===== src/rtl/sirt_pkg.sv =====
// ----------------------------------------------------------------------------
// sirt_pkg
// Shared constants, types and helpers for the signed integer to radix text
// converter: register indexes, symbol bank layout and unit status words.
// ----------------------------------------------------------------------------
package sirt_pkg;

  localparam int MAX_SYMBOLS   = 48;   // usable radix limit
  localparam int HELD_SYMBOLS  = 48;   // symbols held in the config bank
  localparam int SYM_WORDS     = HELD_SYMBOLS / 8;
  localparam int DIGIT_SLOTS   = 32;
  localparam int NUM_W         = 32;
  localparam int DIGIT_W       = 6;
  localparam int CHAR_W        = 8;
  localparam int CFG_DATA_W    = 64;
  localparam int CFG_INDEX_W   = 3;
  localparam int SLOT_IDX_W    = $clog2(DIGIT_SLOTS);
  localparam int COUNT_W       = $clog2(DIGIT_SLOTS + 1);

  // divider retires this many quotient bits per cycle
  localparam int DIV_BITS      = 4;
  localparam int DIV_STEPS     = NUM_W / DIV_BITS;
  localparam int DIV_CNT_W     = $clog2(DIV_STEPS);

  localparam logic [CHAR_W-1:0] MINUS_CHAR = 8'd45;

  localparam logic [CFG_INDEX_W-1:0] REG_BASE_LENGTH = 3'd0;
  localparam logic [CFG_INDEX_W-1:0] REG_SYM_FIRST   = 3'd1;

  typedef logic [SYM_WORDS-1:0][CFG_DATA_W-1:0] sym_bank_t;

  typedef struct packed {
    logic               done;
    logic               valid;
    logic [DIGIT_W-1:0] len;
  } chk_res_t;

  typedef struct packed {
    logic               done;
    logic [NUM_W-1:0]   quotient;
    logic [DIGIT_W-1:0] remainder;
  } div_res_t;

  // symbol byte at a table position; positions past the bank read as zero
  function automatic logic [CHAR_W-1:0] sym_at(input sym_bank_t bank,
                                               input logic [DIGIT_W-1:0] idx);
    logic [CFG_DATA_W-1:0] w;
    w = '0;
    if (idx < DIGIT_W'(HELD_SYMBOLS)) begin
      w = bank[idx[5:3]];
    end
    return w[{idx[2:0], 3'b000} +: CHAR_W];
  endfunction

endpackage


===== src/rtl/sirt_table_check.sv =====
// ----------------------------------------------------------------------------
// sirt_table_check
// Finds the usable symbol count (length limit, first zero byte) by scanning
// one symbol a cycle, then checks for repeats one symbol a cycle against all
// later symbols in parallel.
// ----------------------------------------------------------------------------
module sirt_table_check
  import sirt_pkg::*;
(
  input  logic               clk,
  input  logic               rst_n,
  input  logic               start,
  input  sym_bank_t          bank,
  input  logic [DIGIT_W-1:0] base_length,
  output chk_res_t           res
);

  typedef enum logic [2:0] {
    CK_IDLE = 3'b001,
    CK_LEN  = 3'b010,
    CK_DUP  = 3'b100
  } ck_state_t;

  ck_state_t          state_r, state_nxt;
  logic [DIGIT_W-1:0] idx_r, idx_nxt;
  logic [DIGIT_W-1:0] len_r, len_nxt;
  logic               done_r, done_nxt;
  logic               valid_r, valid_nxt;
  logic [DIGIT_W-1:0] lim;
  logic [CHAR_W-1:0]  cur_sym;
  logic               dup;

  assign lim = (base_length > DIGIT_W'(MAX_SYMBOLS)) ? DIGIT_W'(MAX_SYMBOLS) : base_length;
  assign cur_sym = sym_at(bank, idx_r);

  always_comb begin
    dup = 1'b0;
    for (int j = 0; j < HELD_SYMBOLS; j++) begin
      if ((DIGIT_W'(j) > idx_r) && (DIGIT_W'(j) < len_r) &&
          (sym_at(bank, DIGIT_W'(j)) == cur_sym)) begin
        dup = 1'b1;
      end
    end
  end

  always_comb begin
    state_nxt = state_r;
    idx_nxt   = idx_r;
    len_nxt   = len_r;
    done_nxt  = 1'b0;
    valid_nxt = valid_r;
    case (state_r)
      CK_IDLE: begin
        if (start) begin
          idx_nxt   = '0;
          state_nxt = CK_LEN;
        end
      end
      CK_LEN: begin
        if ((idx_r < lim) && (cur_sym != '0)) begin
          idx_nxt = idx_r + 1'b1;
        end else begin
          len_nxt   = idx_r;
          idx_nxt   = '0;
          state_nxt = CK_DUP;
        end
      end
      CK_DUP: begin
        if (len_r < DIGIT_W'(2)) begin
          done_nxt  = 1'b1;
          valid_nxt = 1'b0;
          state_nxt = CK_IDLE;
        end else if (({1'b0, idx_r} + 1'b1) >= {1'b0, len_r}) begin
          done_nxt  = 1'b1;
          valid_nxt = 1'b1;
          state_nxt = CK_IDLE;
        end else if (dup) begin
          done_nxt  = 1'b1;
          valid_nxt = 1'b0;
          state_nxt = CK_IDLE;
        end else begin
          idx_nxt = idx_r + 1'b1;
        end
      end
      default: begin
        state_nxt = CK_IDLE;
      end
    endcase
  end

  always_ff @(posedge clk) begin
    if (!rst_n) begin
      state_r <= CK_IDLE;
      done_r  <= 1'b0;
      valid_r <= 1'b0;
      idx_r   <= '0;
      len_r   <= '0;
    end else begin
      state_r <= state_nxt;
      done_r  <= done_nxt;
      valid_r <= valid_nxt;
      idx_r   <= idx_nxt;
      len_r   <= len_nxt;
    end
  end

  assign res.done  = done_r;
  assign res.valid = valid_r;
  assign res.len   = len_r;

endmodule


===== src/rtl/sirt_divider.sv =====
// ----------------------------------------------------------------------------
// sirt_divider
// Iterative restoring divider: 32-bit dividend by a 6-bit radix, four
// quotient bits per cycle. Done is registered along with the last step's result.
// ----------------------------------------------------------------------------
module sirt_divider
  import sirt_pkg::*;
(
  input  logic               clk,
  input  logic               rst_n,
  input  logic               start,
  input  logic [NUM_W-1:0]   dividend,
  input  logic [DIGIT_W-1:0] divisor,
  output div_res_t           res
);

  logic                 busy_r, busy_nxt;
  logic                 done_r, done_nxt;
  logic [DIV_CNT_W-1:0] cnt_r, cnt_nxt;
  logic [NUM_W-1:0]     q_r, q_nxt;
  logic [DIGIT_W-1:0]   rem_r, rem_nxt;
  logic [NUM_W-1:0]     q_step;
  logic [DIGIT_W-1:0]   rem_step;
  logic [DIGIT_W:0]     trial;

  // shift in one dividend bit at a time, subtract when it fits
  always_comb begin
    q_step   = q_r;
    rem_step = rem_r;
    trial    = '0;
    for (int k = 0; k < DIV_BITS; k++) begin
      trial  = {rem_step, q_step[NUM_W-1]};
      q_step = {q_step[NUM_W-2:0], 1'b0};
      if (trial >= {1'b0, divisor}) begin
        q_step[0] = 1'b1;
        rem_step  = DIGIT_W'(trial - {1'b0, divisor});
      end else begin
        rem_step  = DIGIT_W'(trial);
      end
    end
  end

  always_comb begin
    busy_nxt = busy_r;
    done_nxt = 1'b0;
    cnt_nxt  = cnt_r;
    q_nxt    = q_r;
    rem_nxt  = rem_r;
    if (start) begin
      busy_nxt = 1'b1;
      cnt_nxt  = '0;
      q_nxt    = dividend;
      rem_nxt  = '0;
    end else if (busy_r) begin
      q_nxt   = q_step;
      rem_nxt = rem_step;
      cnt_nxt = cnt_r + 1'b1;
      if (cnt_r == DIV_CNT_W'(DIV_STEPS - 1)) begin
        busy_nxt = 1'b0;
        done_nxt = 1'b1;
      end
    end
  end

  always_ff @(posedge clk) begin
    if (!rst_n) begin
      busy_r <= 1'b0;
      done_r <= 1'b0;
      cnt_r  <= '0;
    end else begin
      busy_r <= busy_nxt;
      done_r <= done_nxt;
      cnt_r  <= cnt_nxt;
    end
  end

  always_ff @(posedge clk) begin
    q_r   <= q_nxt;
    rem_r <= rem_nxt;
  end

  assign res.done      = done_r;
  assign res.quotient  = q_r;
  assign res.remainder = rem_r;

endmodule


===== src/rtl/signed_int_to_radix_text.sv =====
// ----------------------------------------------------------------------------
// signed_int_to_radix_text
// Prints a signed 32-bit number as text in a radix set by a symbol table.
//
// Config: write base_length (index 0) and six 64-bit symbol words (index 1
// to 6, low byte first) through cfg_wr_en / cfg_index / cfg_wr_data while
// the block is idle. Any write marks the table for a fresh check.
// Input: in_number is taken when in_valid is high and in_stall is low; the
// block stalls its input from acceptance until the last character of that
// number has been loaded into the output register.
// Output: out_text_char / out_last_char, one character per word, minus sign
// first for negative numbers, then digits most significant first; held
// while out_stall is high. A bad table yields no words.
// Flow: the first number after a config change runs the table check over
// the usable symbols, which ends early when a repeat shows up. Each digit
// then comes from the shared divider (four quotient bits a cycle), and the
// characters go out back to back while the receiver keeps up.
// Reset: base_length and symbols clear to zero, the table is marked
// unchecked and the output is empty.
// ----------------------------------------------------------------------------
module signed_int_to_radix_text
  import sirt_pkg::*;
(
  input  logic                   clk,
  input  logic                   rst_n,
  input  logic                   cfg_wr_en,
  input  logic [CFG_INDEX_W-1:0] cfg_index,
  input  logic [CFG_DATA_W-1:0]  cfg_wr_data,
  input  logic                   in_valid,
  output logic                   in_stall,
  input  logic [NUM_W-1:0]       in_number,
  output logic                   out_valid,
  input  logic                   out_stall,
  output logic [CHAR_W-1:0]      out_text_char,
  output logic                   out_last_char
);

  typedef enum logic [4:0] {
    ST_IDLE   = 5'b00001,
    ST_CHECK  = 5'b00010,
    ST_DIVIDE = 5'b00100,
    ST_SIGN   = 5'b01000,
    ST_EMIT   = 5'b10000
  } state_t;

  state_t                state_r, state_nxt;
  logic [DIGIT_W-1:0]    base_len_r;
  sym_bank_t             sym_bank_r;
  logic                  dirty_r, dirty_nxt;
  logic                  tbl_ok_r, tbl_ok_nxt;
  logic [DIGIT_W-1:0]    len_r, len_nxt;
  logic                  neg_r, neg_nxt;
  logic [NUM_W-1:0]      mag_r, mag_nxt;
  logic                  kick_r, kick_nxt;
  logic [COUNT_W-1:0]    count_r, count_nxt;
  logic [SLOT_IDX_W-1:0] ptr_r, ptr_nxt;
  logic [DIGIT_W-1:0]    digit_r [DIGIT_SLOTS];
  logic                  out_valid_r, out_valid_nxt;
  logic [CHAR_W-1:0]     out_char_r, out_char_nxt;
  logic                  out_last_r, out_last_nxt;

  logic                  chk_start;
  chk_res_t              chk;
  logic                  div_start;
  logic [NUM_W-1:0]      div_dividend;
  div_res_t              div;
  logic                  digit_we;
  logic                  slot_free;
  logic                  in_take;

  sirt_table_check u_check (
    .clk         (clk),
    .rst_n       (rst_n),
    .start       (chk_start),
    .bank        (sym_bank_r),
    .base_length (base_len_r),
    .res         (chk)
  );

  sirt_divider u_div (
    .clk      (clk),
    .rst_n    (rst_n),
    .start    (div_start),
    .dividend (div_dividend),
    .divisor  (len_r),
    .res      (div)
  );

  assign in_stall     = (state_r != ST_IDLE);
  assign in_take      = in_valid && !in_stall;
  assign slot_free    = !out_valid_r || !out_stall;
  assign div_dividend = kick_r ? mag_r : div.quotient;

  always_comb begin
    state_nxt     = state_r;
    dirty_nxt     = dirty_r;
    tbl_ok_nxt    = tbl_ok_r;
    len_nxt       = len_r;
    neg_nxt       = neg_r;
    mag_nxt       = mag_r;
    kick_nxt      = 1'b0;
    count_nxt     = count_r;
    ptr_nxt       = ptr_r;
    chk_start     = 1'b0;
    div_start     = kick_r;
    digit_we      = 1'b0;
    out_char_nxt  = out_char_r;
    out_last_nxt  = out_last_r;
    out_valid_nxt = out_valid_r && out_stall;

    case (state_r)
      ST_IDLE: begin
        if (in_take) begin
          neg_nxt = in_number[NUM_W-1];
          mag_nxt = in_number[NUM_W-1] ? (NUM_W'(0) - in_number) : in_number;
          if (dirty_r) begin
            chk_start = 1'b1;
            state_nxt = ST_CHECK;
          end else if (tbl_ok_r) begin
            kick_nxt  = 1'b1;
            count_nxt = '0;
            state_nxt = ST_DIVIDE;
          end
        end
      end
      ST_CHECK: begin
        if (chk.done) begin
          dirty_nxt  = 1'b0;
          tbl_ok_nxt = chk.valid;
          len_nxt    = chk.len;
          if (chk.valid) begin
            kick_nxt  = 1'b1;
            count_nxt = '0;
            state_nxt = ST_DIVIDE;
          end else begin
            state_nxt = ST_IDLE;
          end
        end
      end
      ST_DIVIDE: begin
        if (div.done) begin
          digit_we  = 1'b1;
          count_nxt = count_r + 1'b1;
          if ((div.quotient == '0) ||
              (count_r == COUNT_W'(DIGIT_SLOTS - 1))) begin
            ptr_nxt   = count_r[SLOT_IDX_W-1:0];
            state_nxt = neg_r ? ST_SIGN : ST_EMIT;
          end else begin
            div_start = 1'b1;
          end
        end
      end
      ST_SIGN: begin
        if (slot_free) begin
          out_valid_nxt = 1'b1;
          out_char_nxt  = MINUS_CHAR;
          out_last_nxt  = 1'b0;
          state_nxt     = ST_EMIT;
        end
      end
      ST_EMIT: begin
        if (slot_free) begin
          out_valid_nxt = 1'b1;
          out_char_nxt  = sym_at(sym_bank_r, digit_r[ptr_r]);
          out_last_nxt  = (ptr_r == '0);
          if (ptr_r == '0) begin
            state_nxt = ST_IDLE;
          end else begin
            ptr_nxt = ptr_r - 1'b1;
          end
        end
      end
      default: begin
        state_nxt = ST_IDLE;
      end
    endcase

    // any table write forces a recheck
    if (cfg_wr_en) begin
      dirty_nxt = 1'b1;
    end
  end

  always_ff @(posedge clk) begin
    if (!rst_n) begin
      state_r     <= ST_IDLE;
      dirty_r     <= 1'b1;
      tbl_ok_r    <= 1'b0;
      kick_r      <= 1'b0;
      count_r     <= '0;
      out_valid_r <= 1'b0;
      base_len_r  <= '0;
      sym_bank_r  <= '0;
    end else begin
      state_r     <= state_nxt;
      dirty_r     <= dirty_nxt;
      tbl_ok_r    <= tbl_ok_nxt;
      kick_r      <= kick_nxt;
      count_r     <= count_nxt;
      out_valid_r <= out_valid_nxt;
      if (cfg_wr_en) begin
        if (cfg_index == REG_BASE_LENGTH) begin
          base_len_r <= cfg_wr_data[DIGIT_W-1:0];
        end
        for (int m = 0; m < SYM_WORDS; m++) begin
          if (cfg_index == CFG_INDEX_W'(int'(REG_SYM_FIRST) + m)) begin
            sym_bank_r[m] <= cfg_wr_data;
          end
        end
      end
    end
  end

  always_ff @(posedge clk) begin
    len_r      <= len_nxt;
    neg_r      <= neg_nxt;
    mag_r      <= mag_nxt;
    ptr_r      <= ptr_nxt;
    out_char_r <= out_char_nxt;
    out_last_r <= out_last_nxt;
    if (digit_we) begin
      digit_r[count_r[SLOT_IDX_W-1:0]] <= div.remainder;
    end
  end

  assign out_valid     = out_valid_r;
  assign out_text_char = out_char_r;
  assign out_last_char = out_last_r;

endmodule

===== config.mk =====
export PLATFORM = sky130hd
export DESIGN_NAME = signed_int_to_radix_text
export DESIGN_NICKNAME = d
export VERILOG_FILES = /design/src/rtl/sirt_pkg.sv /design/src/rtl/sirt_table_check.sv /design/src/rtl/sirt_divider.sv /design/src/rtl/signed_int_to_radix_text.sv
export SDC_FILE = /design/constraint.sdc
export NUM_CORES = 2
export LEC_CHECK = 0
export BUFFER_PORTS_ARGS = -buffer_cell sky130_fd_sc_hd__buf_2
export CAP_MARGIN = 20
export CORE_MARGIN = 2
export CORE_UTILIZATION = 40
export DETAILED_ROUTE_END_ITERATION = 10
export PLACE_DENSITY = 0.6
export SYNTH_ARGS = -nofsm -noshare
export SYNTH_HDL_FRONTEND = slang
export SYNTH_SLANG_ARGS = --single-unit

===== constraint.sdc =====
create_clock -name clk -period 9 [get_ports clk]
set_input_delay 1.8 -clock clk [delete_from_list [all_inputs] [get_ports clk]]
set_output_delay 1.8 -clock clk [all_outputs]
set_load 0.05 [all_outputs]

# Yosys cells after proc, flatten, opt, wreduce, memory -nomap -nowiden
# Memories as Yosys holds them, arrays and structs flattened. A register that Yosys moved wholly into a read port is not among the register bits.
# Index checks and enable logic that the tools add are counted.
[op_classes] add_sub_neg=10 n_mul=0 div=0 magnitude_cmp=108 n_eq_ne=84 n_shift=2 mux=140 bitwise_logic=3 n_reduce_logical=137
[op_table] cell="64-bit binary-select mux with 3-bit select" n=2
[op_table] cell="8-bit == test" n=48
[op_table] cell="64-bit two-way mux" n=6
[op_table] cell="64-bit by 7-bit variable part select with 8-bit output" n=2
[op_table] cell="1-bit logical AND" n=99
[op_table] cell="5-bit by 6-bit greater-than comparator with 1-bit output, first input constant" n=16
[op_table] cell="6-bit greater-than comparator, first input constant" n=16
[op_table] cell="5-bit by 6-bit less-than comparator with 1-bit output, first input constant" n=16
[op_table] cell="6-bit less-than comparator, first input constant" n=16
[op_table] cell="32-bit two-way mux" n=3
[op_table] cell="6-bit two-way mux" n=16
[op_table] cell="1-bit two-way mux" n=81
[op_table] cell="5-bit two-way mux" n=15
[op_table] cell="4-bit by 6-bit greater-than comparator with 1-bit output, first input constant" n=8
[op_table] cell="4-bit by 6-bit less-than comparator with 1-bit output, first input constant" n=8
[op_table] cell="6-bit one-hot mux with 3 select lines" n=2
[op_table] cell="7-bit by 6-bit greater-or-equal comparator with 1-bit output" n=5
[op_table] cell="32-bit logical NOT" n=1
[op_table] cell="1-bit by 32-bit subtractor with 32-bit output, first input constant" n=1
[op_table] cell="31-bit two-way mux" n=1
[op_table] cell="2-bit inequality test, second input constant" n=14
[op_table] cell="2-bit AND reduction" n=13
[op_table] cell="5-bit one-hot mux with 5 select lines" n=1
[op_table] cell="3-bit by 6-bit greater-than comparator with 1-bit output, first input constant" n=4
[op_table] cell="other kinds (48)" n=90
[word_totals] register_bits=518 latchBits=0 ram_bits=192 romBits=0 input_bits=104 out_inout_bits=11 word_cells=515 n_memories=1
[memory_table] memory="digit_r" words=32 width=6 read_ports=1 rd_ports_with_merged_regs=1 wr=1 line="signed_int_to_radix_text.sv:57" source="logic [DIGIT_W-1:0] digit_r [DIGIT_SLOTS];"

# Logic depth before layout (Yosys ltp)
[depth] depth_word=58 depth_mapped=39 mapped_depth_nobuf=38

# Cells and area by module
# From an unflattened synthesis, not the netlist that was laid out.
[hier_totals] hier_cells=4433 hier_area_um2=41908.9
[by_module_without_submodules] mod="signed_int_to_radix_text" instances=1 cells_per_inst=2931 area_each_um2=28592.4 seq_area_each_um2=15564.9
[by_module_without_submodules] mod="sirt_table_check" instances=1 cells_per_inst=1213 area_each_um2=10167.3 seq_area_each_um2=340.3
[by_module_without_submodules] mod="sirt_divider" instances=1 cells_per_inst=289 area_each_um2=3149.3 seq_area_each_um2=1181.1

# Least setup slack after synthesis
# OpenSTA, ideal clock, no wires.
[synth_path] kind="flip-flop to flip-flop" start="register u_div.rem_r[0]" end="register u_div.q_r[0] (data pin)" setup_time_ns=0.260 arrival_ns=8.314 t_required_ns=8.740 slack_ns=0.426 path_stages_with_launch=36 path_buffers=2 synth_period_minus_slack_ns=8.574 cell_sequence="dfxtp_1 > ha_1 > nor2b_1 > o21ai_0 > a21boi_1 > o21a_1 > o21ai_0 > nor2b_1 > clkbuf_1 > mux2i_1 > ha_1 > nor2b_1 > o21ai_0 > a21oi_1 > o21ai_0 > a31oi_1 > a311oi_2 > mux2i_1 > ha_1 > a21o_1 > a21o_1 > a21o_1 > a21o_1 > a211o_1 > a211oi_1 > buf_2 > mux2_2 > ha_1 > o21ai_0 > nand2b_1 > a21o_1 > a21oi_1 > o21ai_0 > a21oi_1 > o211ai_1 > mux2_2"
[synth_via] elab_chain_len=10 elab_cells_between_ends=13 cone_classes="add/sub: 3; order compare: 4; mux: 6"
[synth_lines] element="start: declaration" line="sirt_divider.sv:21" source="logic [DIGIT_W-1:0] rem_r, rem_nxt;"
[synth_lines] element="start signal: assignment" line="sirt_divider.sv:79" source="rem_r <= rem_nxt;"
[synth_lines] element="6-bit subtractor or 7-bit by 6-bit greater-or-equal comparator with 1-bit output (tied branches)" line="sirt_divider.sv:36, sirt_divider.sv:34"
[synth_lines] element="6-bit two-way mux (*)" line="sirt_divider.sv:34" source="if (trial >= {1'b0, divisor}) begin"
[synth_lines] element="6-bit subtractor or 7-bit by 6-bit greater-or-equal comparator with 1-bit output (tied branches)" line="sirt_divider.sv:36, sirt_divider.sv:34"
[synth_lines] element="6-bit two-way mux (*)" line="sirt_divider.sv:34"
[synth_lines] element="6-bit subtractor or 7-bit by 6-bit greater-or-equal comparator with 1-bit output (tied branches)" line="sirt_divider.sv:36, sirt_divider.sv:34"
[synth_lines] element="6-bit two-way mux (*)" line="sirt_divider.sv:34"
[synth_lines] element="7-bit by 6-bit greater-or-equal comparator with 1-bit output (*)" line="sirt_divider.sv:34"
[synth_lines] element="1-bit two-way mux (*)" line="sirt_divider.sv:34"
[synth_lines] element="32-bit two-way mux (*)" line="sirt_divider.sv:54" source="end else if (busy_r) begin"
[synth_lines] element="32-bit two-way mux (*)" line="sirt_divider.sv:49" source="if (start) begin"
[synth_lines] element="named net u_div.q_nxt[0]" line="sirt_divider.sv:20" source="logic [NUM_W-1:0] q_r, q_nxt;"
[synth_lines] element="end signal: assignment" line="sirt_divider.sv:78" source="q_r <= q_nxt;"
[synth_lines] element="end: declaration" line="sirt_divider.sv:20"
# Mark *: on every way through the listed nets, which the timed path passes. The rest lies on a longest branch. The select of a mux whose other input is x is not followed.
# A chain may end at the register's enable or synchronous reset.

# Worst setup path in the final report
[layout_path] start="register len_r[1]" end="register u_div.rem_r[5]"
[layout_via] elab_chain_len=8 elab_cells_between_ends=12 cone_classes="add/sub: 4; order compare: 4; mux: 4"
[layout_lines] element="start: declaration" line="signed_int_to_radix_text.sv:51" source="logic [DIGIT_W-1:0] len_r, len_nxt;"
[layout_lines] element="start signal: assignment" line="signed_int_to_radix_text.sv:215" source="len_r <= len_nxt;"
[layout_lines] element="6-bit subtractor or 7-bit by 6-bit greater-or-equal comparator with 1-bit output (tied branches)" line="sirt_divider.sv:36, sirt_divider.sv:34"
[layout_lines] element="6-bit two-way mux" line="sirt_divider.sv:34"
[layout_lines] element="6-bit subtractor or 7-bit by 6-bit greater-or-equal comparator with 1-bit output (tied branches)" line="sirt_divider.sv:36, sirt_divider.sv:34"
[layout_lines] element="6-bit two-way mux" line="sirt_divider.sv:34"
[layout_lines] element="6-bit subtractor or 7-bit by 6-bit greater-or-equal comparator with 1-bit output (tied branches)" line="sirt_divider.sv:36, sirt_divider.sv:34"
[layout_lines] element="6-bit two-way mux" line="sirt_divider.sv:34"
[layout_lines] element="6-bit subtractor or 7-bit by 6-bit greater-or-equal comparator with 1-bit output (tied branches)" line="sirt_divider.sv:36, sirt_divider.sv:34"
[layout_lines] element="6-bit two-way mux (*)" line="sirt_divider.sv:34"
# Every way passes the cells marked *; elsewhere a longest branch is shown, timed or not.

==> impl_metrics.json <==
{
  "tritoncts": "done",
  "grt_pass1_vias": 32200,
  "cts.clk_slew.worst_paths_ns": 0.06,
  "synthCells": 4369,
  "grt_pass1_wl_um": 223000,
  "layout.nets": 4470,
  "power.switching_mw": 2.96,
  "drt_iter0_markers": 4494,
  "slew_viol_final": 0,
  "final-hold-violation-count": 0,
  "synth-seq-cells": 715,
  "ant_nets": 0,
  "cap_violations": 0,
  "viasPerCell": 6.00,
  "h-tree-depth": 3,
  "intPower_mw": 6.63,
  "grt_max_degree": 201,
  "rsz0062_at_grt": "no",
  "final_common_cell": "nand2_1",
  "max_freq_ghz": 0.120,
  "cp_slowest_cell": "mux2_2",
  "irDropWorstVdd_v": 0.000239,
  "place_area_sq_um": 42100,
  "yosysUniqueCellTypes": 72,
  "ctsRootBufferMaster": "clkbuf_16",
  "die_y_um": 323,
  "synth-edff-count": 277,
  "ios": 115,
  "wl_um": 150000,
  "async_reset_ff_share_pct": 0,
  "hp-class": "flip-flop to flip-flop",
  "period_share_pct": 92.6,
  "die_x_um": 323,
  "num_rows": 116,
  "status": "completed",
  "holdBufCountCts": 0,
  "gp_congestion": 1.03,
  "antenna_found_initial": 30,
  "vias": 34400,
  "cts_made_buffers": 81,
  "gr-total-overflow": 0,
  "dr.pass1.iters": 6,
  "yosysSeqAreaShare_pct": 42.1,
  "slew_headroom_pct": 16.3,
  "syn_to_final_growth_pct": 10.8,
  "synth_flop_cell": "dfxtp_1",
  "finClkSkew_ns": 0.0422,
  "hold_slack_ns": 0.476,
  "gr-usage-all-layers_pct": 28.6,
  "finalInstanceArea_sq_um": 45000,
  "initial_core_util_pct": 40.5,
  "die-area_sq_um": 104000,
  "end_kind": "flip-flop",
  "netlist_area_sq_um": 40600,
  "drive_above_1_share_pct": 12.1,
  "comb_power_share_pct": 23.7,
  "core_area_sq_um": 100000,
  "p_clk_share_pct": 36.3,
  "required_ns": 9.57,
  "power_leakage_nw": 15.4,
  "crit_buf_inv": 5,
  "arrival_ns": 8.90,
  "drc": 0,
  "synth_nets": 4524,
  "final_cell_mix": "1025 x nand2_1, 504 x a21oi_1, 434 x dfxtp_1",
  "cts.sinks": 715,
  "tightestPinTransition_ns": 1.22,
  "setup_viol": 0,
  "sw_frac_of_total_pct": 30.9,
  "critical_path_class": "flip-flop to flip-flop",
  "p_total_mw": 9.59,
  "port_buffers": 114,
  "p_seq_share_pct": 40.0,
  "wire_per_inst_um": 26.2,
  "clk_latency_ns": 0.68,
  "critPathTopFamily": "compound AO/OA/AOI/OAI gates",
  "critPathMaxFanout": 9,
  "synth_warnings": 0,
  "avgSynthCellArea_sq_um": 9.29,
  "fin_crit_ns": 8.33,
  "hpwl_um": 100000,
  "cts_buffer_depth": 3,
  "setup-tns-final_ns": 0,
  "power_density_nw_per_um2": 213,
  "crit_path_start_kind": "flip-flop",
  "slowest_delay_ns": 0.41
}
[cells by family after synthesis]
kind of cell | synth area share, %
AO/OA/AOI/OAI | 12.7
XOR/XNOR | 9.21
adder cells (fa/ha/maj) | 1.65
buffers and inverters | 4.21
flip-flops | 42.1
multiplexers | 13.7
AND/OR/NAND/NOR | 16.4
[power groups by stage]
stage,Sequential (mW),Clock [mW],Combinational [mW]
after floorplan,3.91,0,1.54
after global routing,3.85,3.67,2.54
final,3.83,3.48,2.28
after global placement,3.90,0,2.18
after CTS,3.83,3.54,2.20
after detailed placement,3.90,0,2.18
[stage by stage]
stage | worst slack (ns) | cells | utilization [%]
after CTS | 0.133 | 5734 | 44.8
final | 0.668 | 5743 | 44.9
after floorplan | 0.426 | 4369 | -
after global routing | 0.0107 | 5741 | 44.9
after detailed placement | 0.164 | 5584 | 42.0
after global placement | 0.126 | 5584 | 42.0
[repair_timing]
| action | CTS | global route |
|---|---|---|
| setup endpoints to repair | 0 | 7 |
| resized for setup | 0 | 6 |
| setup buffers | 0 | 2 |
[worst register-to-register path, delay by kind of cell (launching register included)]
kind            cells  cell delay [ns]
buf+inv             5             0.75
simple gates        4             0.62
mux                 4             1.25
flops               1             0.39
fa+ha+maj           4             1.23
compound gates     21             4.00
[sequential cells by signal (all words and copies together) (netlist names), 3 cells and up, named ones only]
signal / count
u_check.len_r: 6
base_len_r: 6
len_r: 6
u_check.state_r: 3
mag_r: 32
out_text_char: 8
state_r: 5
count_r: 6
ptr_r: 5
digit_r: 192
sym_bank_r: 384
u_div.cnt_r: 3
u_div.rem_r: 6
u_check.idx_r: 6
u_div.q_r: 32
[path summary, 6_finish.rpt]
check                                        startpoint                           to  slack [ns]  cells after the start
worst min register to register  count_r[5]$_SDFFE_PN0P_      count_r[5]$_SDFFE_PN0P_        0.48                      1
worst max register to register       len_r[1]$_DFFE_PP_  u_div.rem_r[5]$_SDFFE_PN0P_        0.67                     38
worst min-delay path            count_r[5]$_SDFFE_PN0P_      count_r[5]$_SDFFE_PN0P_        0.48                      1
worst max-delay path                 len_r[1]$_DFFE_PP_  u_div.rem_r[5]$_SDFFE_PN0P_        0.67                     38
[cell usage after synthesis (all sizes together) (13+ instances only)]
| library cell | number | area, sq um |
|---|---|---|
| nand2 | 1027 | 3850 |
| a21oi | 504 | 2520 |
| dfxtp | 438 | 8770 |
| edfxtp | 277 | 8320 |
| xnor2 | 244 | 2140 |
| mux2i | 219 | 2200 |
| clkbuf | 210 | 788 |
| xor2 | 183 | 1600 |
| mux4 | 141 | 3180 |
| o21ai | 138 | 691 |
| nor2 | 133 | 499 |
| buf | 115 | 724 |
| a211oi | 80 | 601 |
| nand4 | 69 | 438 |
| nor4 | 67 | 434 |
| nor2b | 58 | 363 |
| inv | 49 | 184 |
| ha | 47 | 588 |
| nand3 | 36 | 180 |
| o22ai | 35 | 219 |
| nor3 | 30 | 161 |
| o21bai | 29 | 218 |
| and2 | 20 | 125 |
| nand2b | 19 | 119 |
| mux2 | 18 | 203 |
| or3 | 14 | 87.6 |
| a311oi | 13 | 138 |
[area by class of cell]
cell class,instances,area [sq um]
Clock buffer,104,2230
Multi-Input combinational cell,3277,22000
Inverter,52,203
Sequential cell,715,17100
Clock inverter,46,597
Antenna cell,4,10.0
Timing Repair Buffer,188,1190
Tap cell,1357,1700
Fill cell,9687,55300
[layer usage]
metal,global-route usage (%),wire length (um),share of wire [%]
met3,6.98,15700,10
met2,43.1,65600,44
met4,11.0,6120,4.1
met5,0,184,0.12
met1,39.5,62700,42
Power figures use the tool's default switching activity.
